==> src/design/itpr_pkg.sv <==
// Shared types and constants for the idle timeout packet receiver.
package itpr_pkg;

    localparam int LEN_W = 7;

    // receiver state codes
    localparam logic [1:0] ST_IDLE  = 2'd0;
    localparam logic [1:0] ST_BUSY  = 2'd1;
    localparam logic [1:0] ST_READY = 2'd2;

    // input function codes
    localparam logic [1:0] F_BYTE = 2'd0;
    localparam logic [1:0] F_TICK = 2'd1;
    localparam logic [1:0] F_READ = 2'd2;

    // result kind codes
    localparam logic [1:0] K_READY   = 2'd0;
    localparam logic [1:0] K_OVERRUN = 2'd1;
    localparam logic [1:0] K_BYTE    = 2'd2;
    localparam logic [1:0] K_EMPTY   = 2'd3;

    localparam logic [7:0] IDLE_LIMIT_RST = 8'd5;

    // one queued job for the back end: a single notice, or a drain of len bytes
    typedef struct packed {
        logic             drain;
        logic [1:0]       kind;
        logic [LEN_W-1:0] len;
    } t_cmd;

endpackage

==> src/design/itpr_front.sv <==
// Front end: holds receiver state, writes bytes to the store, turns beats into jobs.
module itpr_front #(
    parameter int BUF_DEPTH = 64,
    parameter int AW        = 6
) (
    input  logic                      i_clk,
    input  logic                      i_rst_n,
    input  logic                      i_accept,
    input  logic [1:0]                i_func,
    input  logic [7:0]                i_rx_byte,
    input  logic                      i_cfg_we,
    input  logic [7:0]                i_cfg_wdata,
    input  logic                      i_drain_done,
    output logic                      o_drain_pend,
    output logic                      o_push,
    output itpr_pkg::t_cmd            o_cmd,
    output logic                      o_wr_en,
    output logic [AW-1:0]             o_wr_addr,
    output logic [7:0]                o_wr_data
);

    localparam logic [itpr_pkg::LEN_W-1:0] DEPTH_C = itpr_pkg::LEN_W'(BUF_DEPTH);

    logic [1:0]                 r_state, n_state;
    logic [itpr_pkg::LEN_W-1:0] r_cnt, n_cnt;
    logic [7:0]                 r_timer, n_timer;
    logic [7:0]                 r_idle_limit;
    logic                       r_pend, n_pend;

    always_comb begin
        n_state   = r_state;
        n_cnt     = r_cnt;
        n_timer   = r_timer;
        n_pend    = r_pend;
        o_push    = 1'b0;
        o_cmd     = '{drain: 1'b0, kind: itpr_pkg::K_EMPTY, len: '0};
        o_wr_en   = 1'b0;
        o_wr_addr = r_cnt[AW-1:0];
        o_wr_data = i_rx_byte;
        if (i_drain_done) begin
            n_pend = 1'b0;
        end
        if (i_accept) begin
            case (i_func)
                itpr_pkg::F_BYTE: begin
                    if (r_state != itpr_pkg::ST_READY) begin
                        n_timer = '0;
                        n_state = itpr_pkg::ST_BUSY;
                        if (r_cnt < DEPTH_C) begin
                            o_wr_en = 1'b1;
                            n_cnt   = r_cnt + 1'b1;
                        end
                    end else begin
                        o_push = 1'b1;
                        o_cmd  = '{drain: 1'b0, kind: itpr_pkg::K_OVERRUN, len: r_cnt};
                    end
                end
                itpr_pkg::F_TICK: begin
                    if (r_state == itpr_pkg::ST_BUSY) begin
                        n_timer = r_timer + 8'd1;
                        if (n_timer > r_idle_limit) begin
                            n_state = itpr_pkg::ST_READY;
                            o_push  = 1'b1;
                            o_cmd   = '{drain: 1'b0, kind: itpr_pkg::K_READY, len: r_cnt};
                        end
                    end
                end
                itpr_pkg::F_READ: begin
                    o_push = 1'b1;
                    if (r_state == itpr_pkg::ST_READY && r_cnt != '0) begin
                        o_cmd  = '{drain: 1'b1, kind: itpr_pkg::K_BYTE, len: r_cnt};
                        n_pend = 1'b1;
                    end
                    if (r_state == itpr_pkg::ST_READY) begin
                        n_cnt   = '0;
                        n_state = itpr_pkg::ST_IDLE;
                    end
                end
                default: begin
                end
            endcase
        end
    end

    assign o_drain_pend = r_pend;

    always_ff @(posedge i_clk) begin
        if (!i_rst_n) begin
            r_state      <= itpr_pkg::ST_IDLE;
            r_cnt        <= '0;
            r_timer      <= '0;
            r_pend       <= 1'b0;
            r_idle_limit <= itpr_pkg::IDLE_LIMIT_RST;
        end else begin
            r_state <= n_state;
            r_cnt   <= n_cnt;
            r_timer <= n_timer;
            r_pend  <= n_pend;
            if (i_cfg_we) begin
                r_idle_limit <= i_cfg_wdata;
            end
        end
    end

    // bytes are only taken while no drain is outstanding
    a_no_byte_in_drain: assert property (@(posedge i_clk) disable iff (!i_rst_n)
        r_pend |-> !o_wr_en) else $error("store written during drain");
    a_cnt_bound: assert property (@(posedge i_clk) disable iff (!i_rst_n)
        r_cnt <= DEPTH_C) else $error("byte count above store depth");
    a_ready_nonzero: assert property (@(posedge i_clk) disable iff (!i_rst_n)
        r_state == itpr_pkg::ST_READY |-> r_cnt != '0) else $error("ready with empty packet");

endmodule

==> src/design/itpr_cmd_fifo.sv <==
// Short job queue between front and back end.
module itpr_cmd_fifo (
    input  logic           i_clk,
    input  logic           i_rst_n,
    input  logic           i_push,
    input  itpr_pkg::t_cmd i_data,
    input  logic           i_pop,
    output itpr_pkg::t_cmd o_head,
    output logic           o_empty,
    output logic           o_full
);

    localparam int DEPTH = 4;
    localparam int PW    = $clog2(DEPTH);

    itpr_pkg::t_cmd r_q [DEPTH];
    logic [PW-1:0]  r_wp, r_rp;
    logic [PW:0]    r_cnt;

    assign o_head  = r_q[r_rp];
    assign o_empty = (r_cnt == '0);
    assign o_full  = (r_cnt == (PW+1)'(DEPTH));

    always_ff @(posedge i_clk) begin
        if (i_push) begin
            r_q[r_wp] <= i_data;
        end
    end

    always_ff @(posedge i_clk) begin
        if (!i_rst_n) begin
            r_wp  <= '0;
            r_rp  <= '0;
            r_cnt <= '0;
        end else begin
            if (i_push) begin
                r_wp <= r_wp + 1'b1;
            end
            if (i_pop) begin
                r_rp <= r_rp + 1'b1;
            end
            r_cnt <= r_cnt + (PW+1)'(i_push) - (PW+1)'(i_pop);
        end
    end

endmodule

==> src/design/itpr_back.sv <==
// Back end: packet store, job execution and the result output register.
module itpr_back #(
    parameter int BUF_DEPTH = 64,
    parameter int AW        = 6
) (
    input  logic                        i_clk,
    input  logic                        i_rst_n,
    input  logic                        i_wr_en,
    input  logic [AW-1:0]               i_wr_addr,
    input  logic [7:0]                  i_wr_data,
    input  itpr_pkg::t_cmd              i_head,
    input  logic                        i_empty,
    output logic                        o_pop,
    output logic                        o_drain_done,
    output logic                        o_valid,
    output logic [1:0]                  o_kind,
    output logic [7:0]                  o_data,
    output logic [itpr_pkg::LEN_W-1:0]  o_length,
    output logic                        o_last
);

    logic [7:0]                 r_mem [BUF_DEPTH];
    logic [7:0]                 r_rd_data;
    logic [AW-1:0]              rd_addr;

    logic                       r_drain, n_drain;
    logic [AW-1:0]              r_idx, n_idx;
    logic [itpr_pkg::LEN_W-1:0] r_cnt, n_cnt;

    logic                       a_vld, a_last;
    logic [1:0]                 a_kind;
    logic [itpr_pkg::LEN_W-1:0] a_len;

    logic                       r_vld, r_last, r_is_byte;
    logic [1:0]                 r_kind;
    logic [itpr_pkg::LEN_W-1:0] r_len;

    always_comb begin
        n_drain      = r_drain;
        n_idx        = r_idx;
        n_cnt        = r_cnt;
        o_pop        = 1'b0;
        o_drain_done = 1'b0;
        rd_addr      = '0;
        a_vld        = 1'b0;
        a_kind       = itpr_pkg::K_EMPTY;
        a_len        = '0;
        a_last       = 1'b0;
        if (r_drain) begin
            rd_addr = r_idx;
            a_vld   = 1'b1;
            a_kind  = itpr_pkg::K_BYTE;
            a_len   = r_cnt;
            a_last  = (itpr_pkg::LEN_W'(r_idx) + 1'b1 == r_cnt);
            if (a_last) begin
                n_drain      = 1'b0;
                o_drain_done = 1'b1;
            end else begin
                n_idx = r_idx + 1'b1;
            end
        end else if (!i_empty) begin
            o_pop  = 1'b1;
            a_vld  = 1'b1;
            a_len  = i_head.len;
            if (i_head.drain) begin
                a_kind = itpr_pkg::K_BYTE;
                a_last = (i_head.len == itpr_pkg::LEN_W'(1));
                if (a_last) begin
                    o_drain_done = 1'b1;
                end else begin
                    n_drain = 1'b1;
                    n_idx   = AW'(1);
                    n_cnt   = i_head.len;
                end
            end else begin
                a_kind = i_head.kind;
                a_last = 1'b1;
            end
        end
    end

    always_ff @(posedge i_clk) begin
        if (i_wr_en) begin
            r_mem[i_wr_addr] <= i_wr_data;
        end
        r_rd_data <= r_mem[rd_addr];
    end

    always_ff @(posedge i_clk) begin
        r_kind    <= a_kind;
        r_len     <= a_len;
        r_last    <= a_last;
        r_is_byte <= a_vld && (a_kind == itpr_pkg::K_BYTE);
        r_cnt     <= n_cnt;
        r_idx     <= n_idx;
    end

    always_ff @(posedge i_clk) begin
        if (!i_rst_n) begin
            r_drain <= 1'b0;
            r_vld   <= 1'b0;
        end else begin
            r_drain <= n_drain;
            r_vld   <= a_vld;
        end
    end

    assign o_valid  = r_vld;
    assign o_kind   = r_kind;
    assign o_data   = r_is_byte ? r_rd_data : 8'd0;
    assign o_length = r_len;
    assign o_last   = r_last;

    a_idx_in_range: assert property (@(posedge i_clk) disable iff (!i_rst_n)
        r_drain |-> (itpr_pkg::LEN_W'(r_idx) < r_cnt)) else $error("drain index past count");
    a_drain_emits: assert property (@(posedge i_clk) disable iff (!i_rst_n)
        r_drain |=> r_vld && r_kind == itpr_pkg::K_BYTE) else $error("drain cycle lost a beat");
    a_no_pop_in_drain: assert property (@(posedge i_clk) disable iff (!i_rst_n)
        r_drain |-> !o_pop) else $error("job popped during drain");

endmodule

==> src/design/idle_timeout_packet_receiver.sv <==
// Top level of the idle timeout packet receiver.
// Frames received bytes into packets by idle gap. One beat (byte, 1 ms tick or
// read request) is taken per cycle while busy is low. Results pass through the
// job queue and the output register, one per cycle, each on the o_ ports
// for exactly one cycle with o_valid high; the receiver cannot stall them.
// A read of a ready packet of N bytes drains the store at one byte a cycle,
// set by the single read port of the store; busy rises after the read beat
// and stays high until the last byte has been read out. busy also rises when
// the four-entry job queue fills.
module idle_timeout_packet_receiver #(
    parameter int BUF_DEPTH = 64
) (
    input  logic       i_clk,
    input  logic       i_rst_n,
    input  logic       start,
    output logic       busy,
    input  logic [1:0] i_func,
    input  logic [7:0] i_rx_byte,
    input  logic       i_cfg_we,
    input  logic [7:0] i_cfg_wdata,
    output logic       o_valid,
    output logic [1:0] o_kind,
    output logic [7:0] o_data,
    output logic [6:0] o_length,
    output logic       o_last
);

    // store address width, at least one bit
    localparam int AW = (BUF_DEPTH > 1) ? $clog2(BUF_DEPTH) : 1;

    logic           accept;
    logic           drain_pend, drain_done;
    logic           push, pop, q_empty, q_full;
    itpr_pkg::t_cmd push_cmd, head_cmd;
    logic           wr_en;
    logic [AW-1:0]  wr_addr;
    logic [7:0]     wr_data;

    // stall while the queue is full or a packet drain is pending or still reading the store
    assign busy   = q_full || drain_pend;
    assign accept = start && !busy;

    itpr_front #(
        .BUF_DEPTH (BUF_DEPTH),
        .AW        (AW)
    ) u_front (
        .i_clk        (i_clk),
        .i_rst_n      (i_rst_n),
        .i_accept     (accept),
        .i_func       (i_func),
        .i_rx_byte    (i_rx_byte),
        .i_cfg_we     (i_cfg_we),
        .i_cfg_wdata  (i_cfg_wdata),
        .i_drain_done (drain_done),
        .o_drain_pend (drain_pend),
        .o_push       (push),
        .o_cmd        (push_cmd),
        .o_wr_en      (wr_en),
        .o_wr_addr    (wr_addr),
        .o_wr_data    (wr_data)
    );

    itpr_cmd_fifo u_fifo (
        .i_clk   (i_clk),
        .i_rst_n (i_rst_n),
        .i_push  (push),
        .i_data  (push_cmd),
        .i_pop   (pop),
        .o_head  (head_cmd),
        .o_empty (q_empty),
        .o_full  (q_full)
    );

    itpr_back #(
        .BUF_DEPTH (BUF_DEPTH),
        .AW        (AW)
    ) u_back (
        .i_clk        (i_clk),
        .i_rst_n      (i_rst_n),
        .i_wr_en      (wr_en),
        .i_wr_addr    (wr_addr),
        .i_wr_data    (wr_data),
        .i_head       (head_cmd),
        .i_empty      (q_empty),
        .o_pop        (pop),
        .o_drain_done (drain_done),
        .o_valid      (o_valid),
        .o_kind       (o_kind),
        .o_data       (o_data),
        .o_length     (o_length),
        .o_last       (o_last)
    );

endmodule
==> config.mk <==
export PLATFORM = sky130hd
export DESIGN_NAME = idle_timeout_packet_receiver
export DESIGN_NICKNAME = d
export VERILOG_FILES = /design/src/design/itpr_pkg.sv /design/src/design/itpr_front.sv /design/src/design/itpr_cmd_fifo.sv /design/src/design/itpr_back.sv /design/src/design/idle_timeout_packet_receiver.sv
export SDC_FILE = /design/constraint.sdc
export NUM_CORES = 1
export LEC_CHECK = 0
export BUFFER_PORTS_ARGS = -buffer_cell sky130_fd_sc_hd__buf_2
export CORE_MARGIN = 4
export CORE_UTILIZATION = 30
export CTS_BUF_LIST = sky130_fd_sc_hd__clkbuf_2
export CTS_CLUSTER_SIZE = 10
export DETAILED_ROUTE_END_ITERATION = 10
export GPL_ROUTABILITY_DRIVEN = 0
export PLACE_DENSITY = 0.49
export SETUP_SLACK_MARGIN = 0.1
export SYNTH_ARGS = -nofsm -noshare
export SYNTH_HDL_FRONTEND = slang
export SYNTH_SLANG_ARGS = --single-unit
==> constraint.sdc <==
create_clock -name i_clk -period 4.6 [get_ports i_clk]
set_clock_uncertainty 0.05 [all_clocks]
set_input_delay 0.46 -clock i_clk [delete_from_list [all_inputs] [get_ports i_clk]]
set_output_delay 0.46 -clock i_clk [all_outputs]
set_load 0.01 [all_outputs]
Yosys cells after proc, flatten, opt, wreduce, memory -nomap -nowiden
Memory sizes are Yosys's and may differ from the RTL's. A register that Yosys moved wholly into a read port is not among the register bits.
Index checks and enable logic that the tools add are counted.
- multiplexer cells: 65
- equal/unequal tests: 17
- add/sub/neg operators: 8
- bitwise logic cells: 3
- reduce and logical (&&, ||, !) cells: 17
- $lt $le $gt $ge: 2
- operator list (operator ; count):
    $mux W6 ; 6
    $mux W7 ; 5
    $mux W1 ; 32
    $mux W10 ; 3
    $pmux W10 S3 ; 1
    $mux W8 ; 3
    $mux W2 ; 9
    $mux W9 ; 2
    $pmux W8 S2 ; 1
    $pmux W7 S2 ; 1
    $ne A2 B1 Y1 const B ; 6
    $reduce_and A4 Y1 ; 3
    $add A8 B1 Y8 const B ; 1
    $gt A8 B8 Y1 ; 1
    $add A6 B1 Y7 const B ; 1
    $add A7 B1 Y7 const B ; 1
    $eq A7 B1 Y1 const B ; 1
    $eq A7 B7 Y1 ; 1
    $lt A7 B7 Y1 const B ; 1
    $reduce_bool A7 Y1 ; 1
    $add A6 B1 Y6 const B ; 1
    $eq A2 B2 Y1 const B ; 3
    $ne A2 B2 Y1 const B ; 3
    $pmux W2 S3 ; 1
    other kinds (16) ; 24
- bits in registers: 59
- bits of input ports: 22
- memory bits (writable): 552
- memories kept: 2
- memories (memory ; words ; width ; read ports ; clocked after Yosys merged registers in ; write ports ; line ; RTL):
    u_back.r_mem ; 64 ; 8 ; 1 ; 1 ; 1 ; itpr_back.sv:22 ; logic [7:0] r_mem [BUF_DEPTH];
    u_fifo.r_q ; 4 ; 10 ; 1 ; 1 ; 1 ; itpr_cmd_fifo.sv:16 ; itpr_pkg::t_cmd r_q [DEPTH];

Depth between registers and ports, before layout
Gate-level depths: netlist (run 1).
- depth after elaboration: 9
- gate-level depth with buffers: 18
- gate-level depth less buffers: 18

Cells and area by module
Synthesis (run 1) repeated with hierarchy kept, for this count alone.
- cells, all modules: 1644
- area total of the unflattened synthesis: 25753.4 um^2
- modules (own cells, without submodules) (module ; cells each ; instances ; area an instance (um^2)):
    itpr_back ; 1326 ; 1 ; 21993.6
    itpr_cmd_fifo ; 95 ; 1 ; 1885.6
    itpr_front ; 221 ; 1 ; 1860.5
    idle_timeout_packet_receiver ; 2 ; 1 ; 13.8

Least setup slack after synthesis (run 1)
No wires, ideal clock.
- path kind: reg-to-reg
- start: register u_front.r_timer[0]
- end: register u_fifo.r_cnt[2]
- buffers on the path: 0
- stages on the path, launching flop included: 19
- data required time: 4422 ps
- period minus slack after synthesis: 3581 ps
- library setup time: 128 ps
- data arrival time: 3403 ps
- setup slack: 1019 ps
- cells stage by stage: dfxtp_1 -> ha_1 -> nand3_1 -> nor2_1 -> xor2_1 -> ha_1 -> o21a_1 -> o21ai_1 -> a2111oi_0 -> o21ai_1 -> a21boi_1 -> inv_1 -> ha_1 -> inv_1 -> ha_1 -> inv_1 -> fa_1 -> xnor2_1 -> nor2_1
- word-level cells in the longest chain between the ends: 8
- ends and longest elaborated chain (what ; line ; RTL):
    from (decl) ; itpr_front.sv:26 ; logic [7:0] r_timer, n_timer;
    from (signal assigned) ; itpr_front.sv:97 ; r_timer <= n_timer;
    $add A8 B1 Y8 ; itpr_front.sv:60 ; n_timer = r_timer + 8'd1;
    $gt A8 B8 Y1 ; itpr_front.sv:61 ; if (n_timer > r_idle_limit) begin
    $mux W1 ; itpr_front.sv:61 ;
    $mux W1 ; itpr_front.sv:59 ; if (r_state == itpr_pkg::ST_BUSY) begin
    $pmux W1 S3 ; itpr_front.sv:44 ; case (i_func)
    $mux W1 ; itpr_front.sv:43 ; if (i_accept) begin
    $add A3 B1 Y3 ; itpr_cmd_fifo.sv:42 ; r_cnt <= r_cnt + (PW+1)'(i_push) - (PW+1)'(i_pop);
    $sub A3 B1 Y3 ; itpr_cmd_fifo.sv:42 ;
    to (signal assigned) ; itpr_cmd_fifo.sv:42 ;
    to (decl) ; itpr_cmd_fifo.sv:18 ; logic [PW:0] r_cnt;
No other way between the ends.
A chain may end at the register's enable or synchronous reset.

Worst setup path in the final report (run 1)
Ends and elaborated chain as after synthesis.

==> metrics.csv, run 1 <==
stage,metric,value,unit
outcome,status,"complete, no violations",
global_routing,GR Util All Layers,15.0,%
synthesis,main combinational cell family by area after synthesis,compound AO/OA/AOI/OAI gates,
place,Detailed Place HPWL,40600,um
worst_setup_path,R2R Path Start,u_front.r_timer[0],
layout,area of the multi-input gates,6610,sq um
place,Placed Cells,2709,
drt,final wirelength,67000,um
power_and_ir_drop,Pleak,9.68,nW
sta,actual slew at the worst max-slew pin,0.997,ns
floorplan,Die Area,89000,sq um
sta,Slew HR,33.5,%
synthesis,"EDFF count, synth",565,
clocking,clock slew at reported path FFs,0.10,ns
drt,antenna-violating nets left,0,
place,Port-buffer cells,41,
clocking,clock root buffer master,clkbuf_2,
layout,Sequential Area,18100,sq um
min_path,worst min-delay path class,in2reg,
synthesis,synth top area cells,"edfxtp_1 (67%), dfxtp_1 (4.4%), mux2i_1 (2.7%), nor2_1 (2.5%), mux4_2 (2.4%)",
worst_setup_path,CP Max Fanout,7,
worst_setup_path,Critical Path End Type,flip-flop,
worst_setup_path,Crit Path Category,reg2reg,
floorplan,Die Width,298,um
sta,Final Hold Fails,0,
power_and_ir_drop,"IR drop worst, VDD",0.000265,V
synthesis,post-synth top area cell,edfxtp_1,
global_routing,vias in the first global route,15700,
worst_setup_path,"Arr. time, crit path",4.95,ns
floorplan,std cell rows,106,
drt,Wirelength per Cell,22.0,um
sta,TNS Setup,0,ns
clocking,Max clock buf depth,3,
synthesis,register area share after synthesis,71.6,%
sta,min cycle time layout,3.90,ns
sta,Final Setup Violations,0,
clocking,Post-CTS Setup Bufs,0,
sta,part of the cycle the worst path needs,84.7,%
floorplan,core area,83600,sq um
sta,Final Max Tran Viols,0,
worst_setup_path,CP Launch Type,flip-flop,
sta,final worst slack,0.705,ns
synthesis,post-synth top area share,67.1,%
drt,via count,15400,
sta,fmax,257,MHz
layout,nets,1889,
clocking,CTS tree,done,
synthesis,"Top FF cell, synth",edfxtp_1,
flow_run,Max Cap Violations,0,
synthesis,ys async rst share,0,%
place,dpl ws,0.532,ns
synthesis,Seq cells post-synth,621,
global_routing,first-pass GRT wire length,100000,um
sta,RSZ-0062 raised after global routing,false,
floorplan,Die H,298,um
synthesis,Mapped Cells,1650,
synthesis,Compound-Gate Fraction of Synth Area,10.0,%
synthesis,Syn. warnings,0,
synthesis,"Cell Area, Synth",25300,sq um
clocking,Clock Sinks,621,
synthesis,syn nets,1695,
global_routing,initial antenna violation count,2,
clocking,worst skew pair latency,1.29,ns
synthesis,mux contribution to synthesized area,6.94,%
synthesis,Unique masters post-synth,73,
synthesis,Avg Inst Size Synth,15.3,sq um
drt,First DRT Iteration DRCs,1287,
global_routing,total grt overflow,0,
worst_setup_path,Worst Setup SP,u_front.r_timer[0],
floorplan,I/O pin total,42,
drt,Residual DRC,0,
synthesis,Post-Synth Adder-Cell Area,1.17,%
layout,most frequent cells in the layout,"edfxtp_1 (565), clkbuf_2 (239), nor2_1 (166)",
synthesis,xor-xnor portion of the synthesized cell area,0.886,%
synthesis,Simple-Gate Fraction of Synth Area,7.15,%
clocking,CTS Buf Count,161,
layout,most common library cell in the layout ignoring fill and taps,edfxtp_1,
floorplan,Initial Utilization,30.2,%
layout,Final Non-Filler Cells,3042,
min_path,hold path start,i_rx_byte[7],
drt,DR pass1 iterations,5,
power_and_ir_drop,P per Cell Area,496,nW/um^2
worst_setup_path,required time of the critical path,5.66,ns
clocking,H-tree Lvls,4,
layout,share of post-route cells with drive strength above 1,20.2,%
layout,fill cell count,8169,
drt,Vias per Instance,5.05,
layout,Layout area overhead,13.3,%
layout,fin util,34.3,%
global_routing,largest net degree at the start of global routing,139,
## path summary, 6_finish.rpt
path                                            to  slack [ns]  depth (start not counted)
worst max register to register     u_fifo.r_cnt[2]        0.70                         18
worst min-delay path            u_back.r_mem[4][7]        0.27                          2
worst min register to register  u_front.r_timer[7]        0.43                          2
worst max-delay path               u_fifo.r_cnt[2]        0.70                         18
## layer usage
metal | up-vias | global-route usage, % | share of wire (%)
li1 | 7003 | - | -
met1 | 7788 | 20.9 | 46
met2 | 481 | 23.1 | 46
met3 | 90 | 3.33 | 6.0
met4 | 0 | 5.09 | 1.7
met5 | - | 0 | 0
## metrics by stage
| stage | power, mW | hold slack [ns] | instance area [sq um] |
|---|---|---|---|
| after global routing | 15.1 | 0.114 | 28600 |
| after CTS | 14.4 | 0.0212 | 28600 |
| after floorplan | 9.30 | 0.394 | 25300 |
| after detailed placement | 10.7 | 0.411 | 26700 |
| after global placement | 10.6 | 0.408 | 26700 |
| final | 14.2 | 0.272 | 28600 |
## registers in the layout, indices dropped and copies added (netlist names), named ones only
| signal | count |
|---|---|
| u_back.o_kind | 2 |
| u_back.o_last | 1 |
| u_back.o_length | 7 |
| u_back.o_valid | 1 |
| u_back.r_cnt | 7 |
| u_back.r_drain | 1 |
| u_back.r_idx | 6 |
| u_back.r_is_byte | 1 |
| u_back.r_mem | 512 |
| u_back.r_rd_data | 8 |
| u_fifo.r_cnt | 3 |
| u_fifo.r_q | 40 |
| u_fifo.r_rp | 2 |
| u_fifo.r_wp | 2 |
| u_front.o_drain_pend | 1 |
| u_front.r_cnt | 7 |
| u_front.r_idle_limit | 8 |
| u_front.r_state | 2 |
| u_front.r_timer | 8 |
## timing repair
item                                    in CTS  in global routing
hold buffers                                52                  0
endpoints found under the setup margin       0                  1
hold endpoints to repair                   563                  0
gates resized for setup                      0                  1
## power by group
group | total [mW] | switching (mW) | internal (mW)
logic | 3.96 | 2.49 | 1.47
registers | 6.58 | 0.220 | 6.36
clock network | 3.66 | 2.22 | 1.44
total | 14.2 | 4.93 | 9.28
## cell families after synthesis
logic type | Yosys count
flops | 621
fa+ha+maj | 23
simple gates | 388
compound gates | 340
xor+xnor | 24
buf+inv | 127
mux | 127
## synth_stat cells, types with 9 or more instances
cell type,number
buf_2,41
mux2_2,17
nor2b_1,14
o22a_1,39
xnor2_1,10
nand2b_1,13
o22ai_1,33
nand2_1,82
dfxtp_1,56
inv_1,22
and2_1,18
a211oi_1,9
o21ai_0,10
edfxtp_1,565
nor2_1,166
a21oi_1,58
nand3_1,31
and3_1,19
ha_1,22
nand3b_1,9
mux4_2,27
o221ai_1,65
nor3_1,11
o211ai_1,40
clkbuf_1,45
a31oi_1,16
mux2i_1,69
a22o_1,14
xor2_1,13
## cell type report
cell class	instances	area share (%)
Timing Repair Buffer	134	3.78
Clock buffer	239	4.18
Inverter	24	0.319
Antenna cell	4	0.0350
Multi-Input combinational cell	902	23.1
Tap cell	1080	4.72
Clock inverter	38	0.703
Sequential cell	621	63.2
## critical path, cell delays in order, from the launching register on
cell and delay (ns):
dfxtp_1 0.43, ha_1 0.22, nand3_1 0.12, nor2_1 0.15, xor2_1 0.24, ha_1 0.31
nand4_1 0.08, nor2_1 0.06, a2111oi_0 0.34, o21ai_1 0.21, a21boi_2 0.35, inv_1 0.08
ha_1 0.30, inv_1 0.06, ha_1 0.13, inv_1 0.05, fa_1 0.39, xnor2_1 0.19
nor2_1 0.05
No activity file was read; power rests on OpenSTA's default activity.
==> run 2, diff against run 1 <==
--- a/config.mk
+++ b/config.mk
@@ -12,7 +12,7 @@
 export CTS_CLUSTER_SIZE = 10
 export DETAILED_ROUTE_END_ITERATION = 10
 export GPL_ROUTABILITY_DRIVEN = 0
-export PLACE_DENSITY = 0.49
+export PLACE_DENSITY = 0.51
 export SETUP_SLACK_MARGIN = 0.1
 export SYNTH_ARGS = -nofsm -noshare
 export SYNTH_HDL_FRONTEND = slang
==> constraint.sdc (replaced) <==
create_clock -name i_clk -period 3.23 [get_ports i_clk]
set_clock_uncertainty 0.05 [all_clocks]
set_input_delay 0.323 -clock i_clk [delete_from_list [all_inputs] [get_ports i_clk]]
set_output_delay 0.323 -clock i_clk [all_outputs]
set_load 0.01 [all_outputs]
==> run 2 against run 1 <==
Net effect: cell count increased by 4.0%; wire length hardly changed; combinational power is 47% higher; die area unchanged; sequential power increased by 42%; global-route usage hardly changed; sequential share of layout area down 2.5 points; setup slack lost 0.69 ns; cell area is 4.3% higher; hold slack got worse by 0.12 ns; largest cell class unchanged.
==> metrics.csv, run 2 (synthesis gave the netlist of run 1 again) <==
stage,metric,value,unit,change
outcome,status,"complete, no violations",,unchanged
clocking,worst skew pair latency,1.29,ns,about the same
global_routing,GR Util All Layers,14.9,%,was 15.0%
sta,part of the cycle the worst path needs,99.5,%,was 84.7%
layout,share of post-route cells with drive strength above 1,26.4,%,was 20.2%
worst_setup_path,required time of the critical path,4.34,ns,was 5.66 ns
drt,Vias per Instance,4.98,,was 5.05
layout,Reg with most FFs,u_back.r_mem,,unchanged
layout,flip-flop count of the largest register after layout,512,,unchanged
layout,fill cell count,8102,,was 8169
clocking,clock root buffer master,clkbuf_2,,unchanged
place,Detailed Place HPWL,41400,um,was 40600 um
global_routing,largest net degree at the start of global routing,116,,was 139
power_and_ir_drop,Power Total,20.6,mW,was 14.2 mW
floorplan,core area,83600,sq um,unchanged
clocking,Clock Sinks,621,,unchanged
drt,Residual DRC,0,,unchanged
drt,DR pass1 iterations,5,,unchanged
clocking,H-tree Lvls,4,,unchanged
layout,most frequent cells in the layout,"edfxtp_1 (565), clkbuf_2 (239), nor2_1 (163)",,"was edfxtp_1 (565), clkbuf_2 (239), nor2_1 (166)"
min_path,worst min-delay path class,in2reg,,unchanged
drt,First DRT Iteration DRCs,1495,,was 1287
sta,RSZ-0062 raised after global routing,true,,was false
global_routing,total grt overflow,0,,unchanged
sta,Slew HR,19.6,%,was 33.5%
worst_setup_path,Critical Path Sink,u_fifo.r_cnt[2],,unchanged
sta,Final Hold Fails,0,,unchanged
floorplan,std cell rows,106,,unchanged
clocking,Max clock buf depth,3,,unchanged
worst_setup_path,flop-to-flop setup slack,0.02,ns,was 0.70 ns
place,Port-buffer cells,41,,unchanged
sta,actual slew at the worst max-slew pin,1.21,ns,was 0.997 ns
worst_setup_path,Worst Setup SP,u_front.r_timer[1],,was u_front.r_timer[0]
sta,final worst slack,0.0159,ns,was 0.705 ns
drt,Wirelength per Cell,21.2,um,was 22.0 um
worst_setup_path,"Arr. time, crit path",4.32,ns,was 4.95 ns
global_routing,initial antenna violation count,4,,was 2
place,dpl ws,-0.268,ns,was 0.532 ns
sta,TNS Setup,0,ns,unchanged
sta,Final Max Tran Viols,0,,unchanged
drt,antenna-violating nets left,0,,unchanged
floorplan,Die Area,89000,sq um,unchanged
sta,min cycle time layout,3.21,ns,was 3.90 ns
floorplan,Die H,298,um,unchanged
flow_run,Max Cap Violations,0,,unchanged
worst_setup_path,Crit Path Category,reg2reg,,unchanged
power_and_ir_drop,P per Cell Area,689,nW/um^2,was 496 nW/um^2
worst_setup_path,R2R Path End,u_fifo.r_cnt[2],,unchanged
worst_setup_path,R2R Path Start,u_front.r_timer[1],,was u_front.r_timer[0]
drt,via count,15800,,was 15400
worst_setup_path,R2R cell count,18,,unchanged
clocking,CTS tree,done,,unchanged
layout,largest registers,"u_back.r_mem: 512 flops, u_fifo.r_q: 40 flops",,unchanged
floorplan,I/O pin total,42,,unchanged
floorplan,Initial Utilization,30.2,%,unchanged
worst_setup_path,CP Launch Type,flip-flop,,unchanged
global_routing,vias in the first global route,16200,,was 15700
power_and_ir_drop,"IR drop worst, VDD",0.000447,V,was 0.000265 V
layout,most common library cell in the layout ignoring fill and taps,edfxtp_1,,unchanged
floorplan,Die Width,298,um,unchanged
worst_setup_path,CP Max Fanout,3,,was 7
clocking,clock slew at reported path FFs,0.11,ns,was 0.10 ns
layout,nets,2011,,was 1889
global_routing,first-pass GRT wire length,100000,um,about the same
power_and_ir_drop,Pleak,10.4,nW,was 9.68 nW
worst_setup_path,Critical Path End Type,flip-flop,,unchanged
sta,Final Setup Violations,0,,unchanged
layout,Layout area overhead,18.1,%,was 13.3%
clocking,CTS Buf Count,159,,was 161
sta,fmax,311,MHz,was 257 MHz
drt,final wirelength,67000,um,about the same
## run 2: final cells by class
cell class	count	area (sq um)	area share [%]
clock buffers	239	1200	4.01
multi-input cells	902	6770	22.7
repair buffers	258	2070	6.94
inverters	24	91.3	0.306
diodes	4	10.0	0.0335
flip-flops and latches	621	18100	60.6
clock inverters	35	260	0.872
well taps	1080	1350	4.53
## run 2: timing repair
action / 4_1_cts / 5_1_grt
setup buffers: 4 / 2
pin swaps: 11 / 7
hold buffers: 50 / 0
hold endpoints to repair: 589 / 0
setup endpoints to repair: 2 / 15
gates resized for setup: 13 / 10
## run 2: worst max-delay path, stage by stage (launching register included)
cell       delay, ns
dfxtp_4         0.38
ha_4            0.15
nand3_4         0.08
nor2_4          0.12
xor2_2          0.21
ha_4            0.24
nand4_1         0.10
nor2_2          0.06
a2111oi_4       0.28
o21ai_2         0.12
a21boi_2        0.15
inv_1           0.05
ha_1            0.29
inv_1           0.06
ha_2            0.16
inv_2           0.04
fa_2            0.33
xnor2_1         0.16
nor2_1          0.06
## run 2: worst min-delay path by stage
| stage | start | endpoint | depth (start not counted) |
|---|---|---|---|
| 2_1_floorplan | i_rx_byte[0] | u_back.r_mem[0][0] | 0 |
| 3_3_place_gp | u_front.r_timer[7] | u_front.r_timer[7] | 2 |
| 3_5_place_dp | u_front.r_timer[7] | u_front.r_timer[7] | 2 |
| 4_1_cts | start | u_front.o_drain_pend | 5 |
| 5_1_grt | i_rx_byte[3] | u_back.r_mem[27][3] | 2 |
| 6_report | i_rx_byte[1] | u_back.r_mem[44][1] | 2 |
## run 2: stage by stage
stage,utilization (%),area [sq um],std cells,hold WS (ns)
2_1_floorplan,-,25300,1650,0.372
3_3_place_gp,33.2,27700,2829,0.410
3_5_place_dp,33.2,27700,2829,0.423
4_1_cts,35.6,29800,3157,0.00759
5_1_grt,35.7,29900,3163,0.0295
6_report,35.7,29900,3163,0.155
## run 2: layer usage
| metal | track usage (%) | wire, um |
|---|---|---|
| met1 | 19.9 | 29300 |
| met2 | 23.9 | 32000 |
| met3 | 3.88 | 4430 |
| met4 | 4.92 | 1310 |
| met5 | 0 | 0 |
## run 2: power by group
group          leakage (nW)  internal (mW)  switching (mW)
combinational          3.73           2.32            3.52
sequential             5.53           9.06           0.268
clock                  1.12           2.23            3.18
total                  10.4           13.6            6.96
==> run 3, diff against run 2 <==
--- a/config.mk
+++ b/config.mk
@@ -6,13 +6,15 @@
 export NUM_CORES = 1
 export LEC_CHECK = 0
 export BUFFER_PORTS_ARGS = -buffer_cell sky130_fd_sc_hd__buf_2
+export CELL_PAD_IN_SITES_DETAIL_PLACEMENT = 2
+export CELL_PAD_IN_SITES_GLOBAL_PLACEMENT = 2
 export CORE_MARGIN = 4
 export CORE_UTILIZATION = 30
 export CTS_BUF_LIST = sky130_fd_sc_hd__clkbuf_2
 export CTS_CLUSTER_SIZE = 10
 export DETAILED_ROUTE_END_ITERATION = 10
 export GPL_ROUTABILITY_DRIVEN = 0
-export PLACE_DENSITY = 0.51
+export PLACE_DENSITY = 0.6
 export SETUP_SLACK_MARGIN = 0.1
 export SYNTH_ARGS = -nofsm -noshare
 export SYNTH_HDL_FRONTEND = slang
==> constraint.sdc (replaced) <==
create_clock -name i_clk -period 3.1 [get_ports i_clk]
set_clock_uncertainty 0.05 [all_clocks]
set_input_delay 0.31 -clock i_clk [delete_from_list [all_inputs] [get_ports i_clk]]
set_output_delay 0.31 -clock i_clk [all_outputs]
set_load 0.01 [all_outputs]
==> run 3 against run 2 <==
Net effect: sequential share of layout area down 0.84 points; largest cell class unchanged; setup slack got worse by 0.11 ns; combinational power increased by 8.9%; the run now ends with setup timing left; critical path type unchanged; fmax grew 0.62%; non-clock buffer count rose by 17; critical endpoint unchanged.
==> metrics.csv, run 3 (synthesis gave the netlist of run 1 again) <==
stage,metric,value,unit,change
outcome,status,"finished, violations left",,"was complete, no violations"
outcome,failing checks,setup timing,,
power_and_ir_drop,P per Cell Area,728,nW/um^2,was 689 nW/um^2
worst_setup_path,Critical Path End Type,flip-flop,,unchanged
min_path,worst min-delay path class,in2reg,,unchanged
place,Port-buffer cells,41,,unchanged
sta,fmax,313,MHz,was 311 MHz
layout,largest registers,"u_back.r_mem: 512 flops, u_fifo.r_q: 40 flops",,unchanged
layout,most frequent cells in the layout,"edfxtp_1 (565), clkbuf_2 (251), nor2_1 (163)",,"was edfxtp_1 (565), clkbuf_2 (239), nor2_1 (163)"
clocking,CTS Buf Count,168,,was 159
layout,share of post-route cells with drive strength above 1,26.6,%,was 26.4%
sta,part of the cycle the worst path needs,103,%,was 99.5%
drt,antenna-violating nets left,0,,unchanged
place,Detailed Place HPWL,48900,um,was 41400 um
power_and_ir_drop,"IR drop worst, VDD",0.000354,V,was 0.000447 V
power_and_ir_drop,Flop pwr share,44.0,%,was 45.4%
min_path,hold path start,i_func[0],,was i_rx_byte[1]
power_and_ir_drop,switching share of total power,34.9,%,was 33.9%
clocking,worst skew pair latency,1.34,ns,was 1.29 ns
worst_setup_path,R2R Path Start,u_front.r_timer[0],,was u_front.r_timer[1]
clocking,clock root buffer master,clkbuf_2,,unchanged
worst_setup_path,CP Launch Type,flip-flop,,unchanged
power_and_ir_drop,Power Total,22.1,mW,was 20.6 mW
worst_setup_path,R2R cell count,18,,unchanged
floorplan,I/O pin total,42,,unchanged
flow_run,Max Cap Violations,0,,unchanged
global_routing,total grt overflow,0,,unchanged
clocking,clock slew at reported path FFs,0.10,ns,was 0.11 ns
power_and_ir_drop,clock share of power,27.2,%,was 26.3%
global_routing,largest net degree at the start of global routing,111,,was 116
layout,fin util,36.2,%,was 35.7%
power_and_ir_drop,P_int,14.4,mW,was 13.6 mW
global_routing,initial antenna violation count,4,,unchanged
drt,final wirelength,77400,um,was 67000 um
drt,DR pass1 iterations,7,,was 5
power_and_ir_drop,Logic pwr share,28.9,%,was 28.4%
place,Placed Area,27800,sq um,was 27700 sq um
worst_setup_path,"Arr. time, crit path",4.34,ns,was 4.32 ns
sta,Final Hold Fails,0,,unchanged
drt,Wirelength per Cell,24.1,um,was 21.2 um
worst_setup_path,Worst Setup SP,u_front.r_timer[0],,was u_front.r_timer[1]
sta,Final Setup Violations,2,,was 0
clocking,H-tree Lvls,4,,unchanged
floorplan,std cell rows,106,,unchanged
sta,WHS,0.234,ns,was 0.155 ns
drt,Vias per Instance,5.07,,was 4.98
sta,Final Max Tran Viols,0,,unchanged
global_routing,GR Util All Layers,17.4,%,was 14.9%
worst_setup_path,Critical Path Sink,u_fifo.r_cnt[2],,unchanged
worst_setup_path,required time of the critical path,4.25,ns,was 4.34 ns
floorplan,Initial Utilization,30.2,%,unchanged
sta,Slew HR,22.5,%,was 19.6%
worst_setup_path,Crit Path Category,reg2reg,,unchanged
layout,fill cell count,8534,,was 8102
power_and_ir_drop,Pleak,10.6,nW,was 10.4 nW
global_routing,first-pass GRT wire length,117000,um,was 100000 um
clocking,Clock Sinks,621,,unchanged
layout,Reg with most FFs,u_back.r_mem,,unchanged
worst_setup_path,flop-to-flop setup slack,-0.09,ns,was 0.02 ns
layout,cell area after layout,30300,sq um,was 29900 sq um
sta,min cycle time layout,3.19,ns,was 3.21 ns
layout,most common library cell in the layout ignoring fill and taps,edfxtp_1,,unchanged
drt,via count,16300,,was 15800
sta,actual slew at the worst max-slew pin,1.16,ns,was 1.21 ns
layout,Layout area overhead,19.8,%,was 18.1%
worst_setup_path,CP Max Fanout,5,,was 3
floorplan,Die Width,298,um,unchanged
drt,First DRT Iteration DRCs,1148,,was 1495
worst_setup_path,R2R Path End,u_fifo.r_cnt[2],,unchanged
floorplan,Die H,298,um,unchanged
drt,Residual DRC,0,,unchanged
global_routing,vias in the first global route,18100,,was 16200
layout,flip-flop count of the largest register after layout,512,,unchanged
sta,final worst slack,-0.0942,ns,was 0.0159 ns
sta,RSZ-0062 raised after global routing,true,,unchanged
sta,TNS Setup,-0.183,ns,was 0 ns
clocking,CTS tree,done,,unchanged
clocking,Max clock buf depth,3,,unchanged
floorplan,Die Area,89000,sq um,unchanged
floorplan,core area,83600,sq um,unchanged
power_and_ir_drop,Psw,7.70,mW,was 6.96 mW
layout,nets,2037,,was 2011
run 3: how the worst min path moves through the flow:
stage	endpoint	slack, ns	cells after the start
final	u_front.r_cnt[1]	0.23	7
after global routing	u_front.r_cnt[1]	0.13	7
after CTS	u_front.o_drain_pend	0.04	7
after detailed placement	u_front.r_timer[7]	0.43	2
after global placement	u_front.r_timer[7]	0.41	2
after floorplan	u_back.r_mem[0][0]	0.36	0
run 3: cell type report:
type	count	area, sq um	share of cell area (%)
flip-flops and latches	621	18100	59.8
repair buffers	275	2340	7.72
inverters	24	91.3	0.302
well taps	1080	1350	4.46
diodes	6	15.0	0.0496
clock inverters	47	305	1.01
clock buffers	251	1260	4.15
multi-input cells	902	6820	22.5
run 3: critical path, stage by stage (launching register included):
cell	delay (ns)
dfxtp_4	0.39
ha_4	0.16
nand3_4	0.09
nor2_4	0.11
xor2_2	0.09
ha_4	0.29
o21a_1	0.13
o21ai_2	0.08
a2111oi_4	0.29
o21ai_2	0.13
a21boi_2	0.15
inv_1	0.06
ha_1	0.26
inv_1	0.06
ha_2	0.16
inv_2	0.04
fa_2	0.36
xnor2_2	0.16
nor2_1	0.05
run 3: power groups by stage:
stage | sequential, mW | clock (mW) | combinational [mW]
floorplan | 9.77 | 0 | 4.04
global placement | 9.89 | 0 | 6.23
detailed placement | 9.90 | 0 | 6.33
CTS | 9.71 | 6.26 | 6.44
global route | 9.75 | 6.76 | 6.92
finish | 9.70 | 5.99 | 6.36
run 3: per-layer routing:
metal	vias to the layer above	part of all wire, %	GRT usage [%]
met4	0	2.9	6.60
met2	426	49	28.8
li1	7289	-	-
met5	-	0	0
met1	8404	44	22.5
met3	148	4.6	3.56
run 3: timing repair:
item	in CTS	in global routing
resized for setup	21	13
setup endpoints to repair	29	28
hold endpoints to repair	634	0
hold buffers	69	0
pin swaps	8	4
setup buffers	5	4
run 3: through the flow:
step	std cells	worst slack, ns
CTS	3198	-0.176
floorplan	1650	-0.166
finish	3206	-0.0942
detailed placement	2826	-0.448
global route	3206	-0.320
global placement	2826	-0.416
